$ cat src/rtl/refcounted_id_allocator_defines.svh
// Assertion macros for the refcounted ID allocator.
// Expects clk and rst_n in the scope of each use.
`ifndef REFCOUNTED_ID_ALLOCATOR_DEFINES_SVH
`define REFCOUNTED_ID_ALLOCATOR_DEFINES_SVH

// Same-cycle implication.
`define RCA_ASSERT_IMP(lbl, ante, cons) \
  lbl: assert property (@(posedge clk) disable iff (!rst_n) (ante) |-> (cons)) \
    else $error("rcidalloc assertion failed");

// Next-cycle implication.
`define RCA_ASSERT_NXT(lbl, ante, cons) \
  lbl: assert property (@(posedge clk) disable iff (!rst_n) (ante) |=> (cons)) \
    else $error("rcidalloc assertion failed");

`endif

$ cat src/rtl/rcidalloc_pkg.sv
// Shared types and constants for the refcounted ID allocator.
// No dependencies.
package rcidalloc_pkg;

  localparam int ID_BITS        = 13;
  localparam int COUNT_BITS     = 32;
  localparam int REL_BITS       = 32;
  localparam int OUT_CNT_BITS   = 32;
  localparam int WORD_BITS      = 64;
  localparam int BIT_IDX_BITS   = 6;
  localparam int NUM_IDS        = 1 << ID_BITS;
  localparam int MAP_WORDS      = NUM_IDS / WORD_BITS;
  localparam int WORD_IDX_BITS  = ID_BITS - BIT_IDX_BITS;
  localparam int SCAN_BITS      = WORD_IDX_BITS + 1;
  localparam int CNT_EXT_BITS   = (COUNT_BITS > OUT_CNT_BITS) ? COUNT_BITS : OUT_CNT_BITS;
  localparam int FIRST_FREE_ID  = 2;
  localparam logic [WORD_BITS-1:0] RESERVED_WORD = WORD_BITS'(3);

  typedef enum logic [2:0] {
    OP_ALLOC  = 3'd0,
    OP_REF    = 3'd1,
    OP_FORGET = 3'd2,
    OP_QUERY  = 3'd3,
    OP_CLEAR  = 3'd4
  } op_t;

  typedef enum logic [1:0] {
    ST_DONE    = 2'd0,
    ST_FULL    = 2'd1,
    ST_IGNORED = 2'd2
  } status_t;

  typedef enum logic [1:0] {
    S_IDLE,
    S_EXEC,
    S_SCAN
  } fsm_t;

  typedef struct packed {
    logic [2:0]          op;
    logic [ID_BITS-1:0]  target_id;
    logic [REL_BITS-1:0] release_count;
  } in_item_t;

  typedef struct packed {
    logic [ID_BITS-1:0]      result_id;
    logic [1:0]              status;
    logic                    is_active;
    logic [OUT_CNT_BITS-1:0] ref_count;
  } out_item_t;

  typedef struct packed {
    logic accept;
    logic exec_fire;
    logic scan_step;
    logic scan_fire;
  } dp_cmd_t;

  typedef struct packed {
    logic in_is_alloc;
    logic found;
    logic scan_last;
    logic slot_free;
  } dp_sts_t;

endpackage

$ cat src/rtl/rcidalloc_ctrl.sv
// Sequencer for the refcounted ID allocator: idle, execute, bitmap scan.
// Depends on rcidalloc_pkg.
module rcidalloc_ctrl import rcidalloc_pkg::*; (
  input  logic    clk,
  input  logic    rst_n,
  input  logic    in_valid,
  output logic    in_ready,
  input  dp_sts_t sts,
  output dp_cmd_t cmd
);

  fsm_t state_r, state_nxt;

  always_ff @(posedge clk) begin
    if (!rst_n) begin
      state_r <= S_IDLE;
    end else begin
      state_r <= state_nxt;
    end
  end

  always_comb begin
    state_nxt = state_r;
    unique case (state_r)
      S_IDLE: begin
        if (in_valid) begin
          state_nxt = sts.in_is_alloc ? S_SCAN : S_EXEC;
        end
      end
      S_EXEC: begin
        if (sts.slot_free) begin
          state_nxt = S_IDLE;
        end
      end
      S_SCAN: begin
        if ((sts.found || sts.scan_last) && sts.slot_free) begin
          state_nxt = S_IDLE;
        end
      end
      default: state_nxt = S_IDLE;
    endcase
  end

  always_comb begin
    in_ready = 1'b0;
    cmd      = '0;
    unique case (state_r)
      S_IDLE: begin
        in_ready   = 1'b1;
        cmd.accept = in_valid;
      end
      S_EXEC: begin
        cmd.exec_fire = sts.slot_free;
      end
      S_SCAN: begin
        cmd.scan_fire = (sts.found || sts.scan_last) && sts.slot_free;
        cmd.scan_step = !sts.found && !sts.scan_last;
      end
      default: ;
    endcase
  end

endmodule

$ cat config.mk
export PLATFORM = sky130hd
export DESIGN_NAME = rcidalloc_ctrl
export DESIGN_NICKNAME = d
export VERILOG_FILES = /design/src/rtl/refcounted_id_allocator_defines.svh /design/src/rtl/rcidalloc_pkg.sv /design/src/rtl/rcidalloc_ctrl.sv
export SDC_FILE = /design/constraint.sdc
export NUM_CORES = 1
export LEC_CHECK = 0
export BUFFER_PORTS_ARGS = -buffer_cell sky130_fd_sc_hd__buf_2
export CORE_AREA = 3 3 40 42
export DETAILED_ROUTE_END_ITERATION = 10
export DIE_AREA = 0 0 43 45
export HOLD_SLACK_MARGIN = 0.06
export PLACE_DENSITY = 0.37
export RECOVER_POWER = 25
export REMOVE_ABC_BUFFERS = 1
export SLEW_MARGIN = 40
export SYNTH_ARGS = -nofsm -noshare
export SYNTH_HDL_FRONTEND = slang
export SYNTH_SLANG_ARGS = --single-unit
$ cat constraint.sdc
create_clock -name clk -period 1.3 [get_ports clk]
set_clock_uncertainty 0.05 [all_clocks]
set_input_delay 0.26 -clock clk [delete_from_list [all_inputs] [get_ports clk]]
set_output_delay 0.26 -clock clk [all_outputs]
set_load 0.02 [all_outputs]
### After elaboration in Yosys (flattened, before gate mapping)

Cells that the tools add are included.

* register bits after elaboration: 2
* output and inout bits: 5
* word-level logic and storage cells: 22
* bits of input ports: 7

* reductions and logical operators: 7
* mux-type cells: 9
* eq/ne operators: 5

Operators with widths (number)
* two-way mux 2 bit: 5
* inequality test 2 bit, second input constant: 3
* one-hot mux 2 bit (3 select lines): 1
* two-way mux 1 bit: 3
* AND reduction 3 bit: 1
* == test 2 x 1 -> 1 bit, second input constant: 1
* == test 2 bit, second input constant: 1
* logical AND 1 bit: 2
* logical NOT 1 bit: 2
* logical NOT 2 bit: 1
* logical OR 1 bit: 1

### Depth between registers and ports, before layout

* word-level depth: 4
* depth in mapped cells: 2
* gate-level depth less buffers: 2

### Least setup slack after synthesis

OpenSTA, ideal clock, no wires.

* kind: flip-flop to output port
* start: reg state_r[0]
* end: out cmd[3] (netlist name)
* setup slack: 0.057 ns
* data arrival time: 0.933 ns
* cell stages (with the launch flop): 3
* path through: dfxtp_1 nor2_1 and2_1

RTL lines
* from (decl): line rcidalloc_ctrl.sv:12 `fsm_t state_r, state_nxt;`
* from (signal assigned): line rcidalloc_ctrl.sv:18 `state_r <= state_nxt;`
* to (decl): line rcidalloc_ctrl.sv:9 `output dp_cmd_t cmd`

==> impl_metrics.yaml <==
status:
  run_status: "finished, final reports clean"
critical_path:
  start_kind: "flip-flop"
  cp_top_family: "flip-flops"
  critPathMaxFanout: 6
  critPathMaxStageDelay_ps: 330
  cpMaxStageDelayCell: "dfxtp_2"
  crit_buf_inv: 1
  end_kind: "output port"
  cp.required_ps: 990
  criticalPathCategory: "reg2out"
  cp_cell_sequence: "nand2b_4 -> nor3_2 -> buf_4"
  cp.arrival_ps: 950
synthesis:
  synth_top_family_by_area: "simple AND/OR/NAND/NOR gates"
  synth_top_area_share_pct: 30.2
  netlist_area_um2: 133
  synthCells: 16
  yosysUniqueCellTypes: 12
  synth-compound-area-share_pct: 17.0
  synth-adder-area-share_pct: 0
  ys_ff_latch: 2
  yosysTopAreaCell: "dfxtp_1"
  syn_area_per_cell_um2: 8.29
  synthSimpleGateAreaFrac_pct: 52.8
  yosys-top-cells-area: "dfxtp_1, and4bb_2, nand2b_1, a21oi_1, and3b_2"
  synth_warnings: 0
  synth-xor-area-share_pct: 0
  ys_seq_area_share_pct: 30.2
  synth_mux_area_share_pct: 0
cts:
  numCtsBuffers: 3
  cts_tree: "built"
  clock_path_buffers: 2
  clock_latency_ps: 220
  h-tree-depth: 1
  numClockSinks: 2
  root_buffer: "clkbuf_4"
  clkTransAtPathRegs_ps: 30
timing:
  max_freq_mhz: 793
  worstMarginPinSlew_ps: 150
  hold_viol_final: 0
  min_period_ps: 1260
  rsz0062_at_grt: "true"
  relSlewSlack_pct: 89.9
  slew_violations: 0
  fin_crit_sh_pct: 97.0
  setup_viol: 0
pwr:
  swShare_pct: 25.2
  power_frac_clock_pct: 50.0
  vdd_drop_max_mv: 0.320
  power_frac_comb_pct: 22.0
  power.density_nw_per_um2: 1040
  power_switching_w: 0.0000665
  leakagePower_nw: 0.112
  p_seq_share_pct: 28.0
  p_int_w: 0.000197
  power.total_w: 0.000263
global_routing:
  overflow: 0
  grt.total_usage_pct: 4.74
  grt_pass1_wl_um: 586
  grt_start_max_net_pins: 7
  grt_pass1_vias: 146
  antenna_found_initial: 0
die:
  rows: 13
  core-area_um2: 1280
  die-width_um: 43
  die_height_um: 45
  die_area_um2: 1940
  io_pins: 12
  start_util_pct: 10.3
placement:
  gp_congestion: 0.554
  io_buffers: 11
min_path:
  hold_class: "in2reg"
layout:
  reg_top3: "state_r (2)"
  drive_above_1_share_pct: 70.0
  largest_reg_flops: 2
  layout_commonest_cell: "buf_2"
  n_antenna_cell: 0
  nFillCells: 158
  syn2layout_area_growth_pct: 91.5
  top_register: "state_r"
  fin_util_pct: 19.8
  mostFrequentLayoutCells: "buf_2, clkbuf_4, a21oi_1, buf_4"
  fin_nets: 39
detailed_routing:
  first_pass_iters: 1
  avgViaCountPerCell: 3.84
  wl_per_cell_um: 9.20
  drtIter0Drc: 0
  drt_wl_total_um: 414
  detail-route-antenna-nets: 0
  vias: 173
  drc: 0
job:
  maxCapViolCount: 0
## cells in the mapped netlist
master and n:
a21oi_1 2, and2_1 1, and3b_2 1, and4bb_2 1, dfxtp_1 2, nand2b_1 2, nor2_1 2, nor3_1 1
o211ai_1 1, o21ai_0 1, or2b_1 1, or3b_1 1
## per-stage QoR
step	hold slack (ps)	area [um^2]	TNS, ps	cells	setup slack (ps)
detailed placement	473	206	0	42	187
floorplan	340	133	0	16	56.8
finish	237	254	0	45	38.6
CTS	232	246	-7.43	45	-7.43
global route	255	254	-1.88	45	-1.88
global placement	474	206	0	42	195
## kinds of logic after synthesis
| group | after synthesis |
|---|---|
| simple gates | 10 |
| compound gates | 4 |
| flops | 2 |
## worst reg2reg max path, delay by kind of cell, from the launching register on
kind	cells	cell delay, ps
compound gates	1	150
flops	1	330
simple gates	1	380
## power by group through the flow
stage / Sequential [W] / Combinational [W] / Clock, W
2_1_floorplan: 0.0000704 / 0.0000308 / 0
3_3_place_gp: 0.0000725 / 0.0000534 / 0
3_5_place_dp: 0.0000719 / 0.0000531 / 0
4_1_cts: 0.0000736 / 0.0000573 / 0.000143
5_1_grt: 0.0000742 / 0.0000624 / 0.000143
6_report: 0.0000736 / 0.0000579 / 0.000132
## routing by layer
layer	share of wire, %	global-route usage (%)
met3	17	4.38
met1	45	4.56
met2	36	5.39
met4	1.4	5.42
met5	0	0
## repair_timing
item,in CTS,in global routing
hold buffers,0,0
gates cloned,0,0
resized for setup,5,3
pin swaps,1,1
setup buffers,0,0
setup endpoints to repair,3,3
## worst paths after layout
| check | start | to | slack, ps | cells past startpoint |
|---|---|---|---|---|
| worst max-delay path | state_r[0] | cmd[1] | 40 | 3 |
| worst min-delay path | rst_n | state_r[0] | 240 | 3 |
| worst max register to register | state_r[0] | state_r[0] | 320 | 2 |
| worst min register to register | state_r[1] | state_r[0] | 520 | 2 |
## cell type report
cell class / instances / area (um^2) / share of cell area [%]
multi-input cells: 14 / 108 / 42.4
clock buffers: 3 / 22.5 / 8.87
flip-flops and latches: 2 / 45.0 / 17.7
repair buffers: 11 / 60.1 / 23.6
well taps: 15 / 18.8 / 7.39
(Power assumes the default switching activity.)
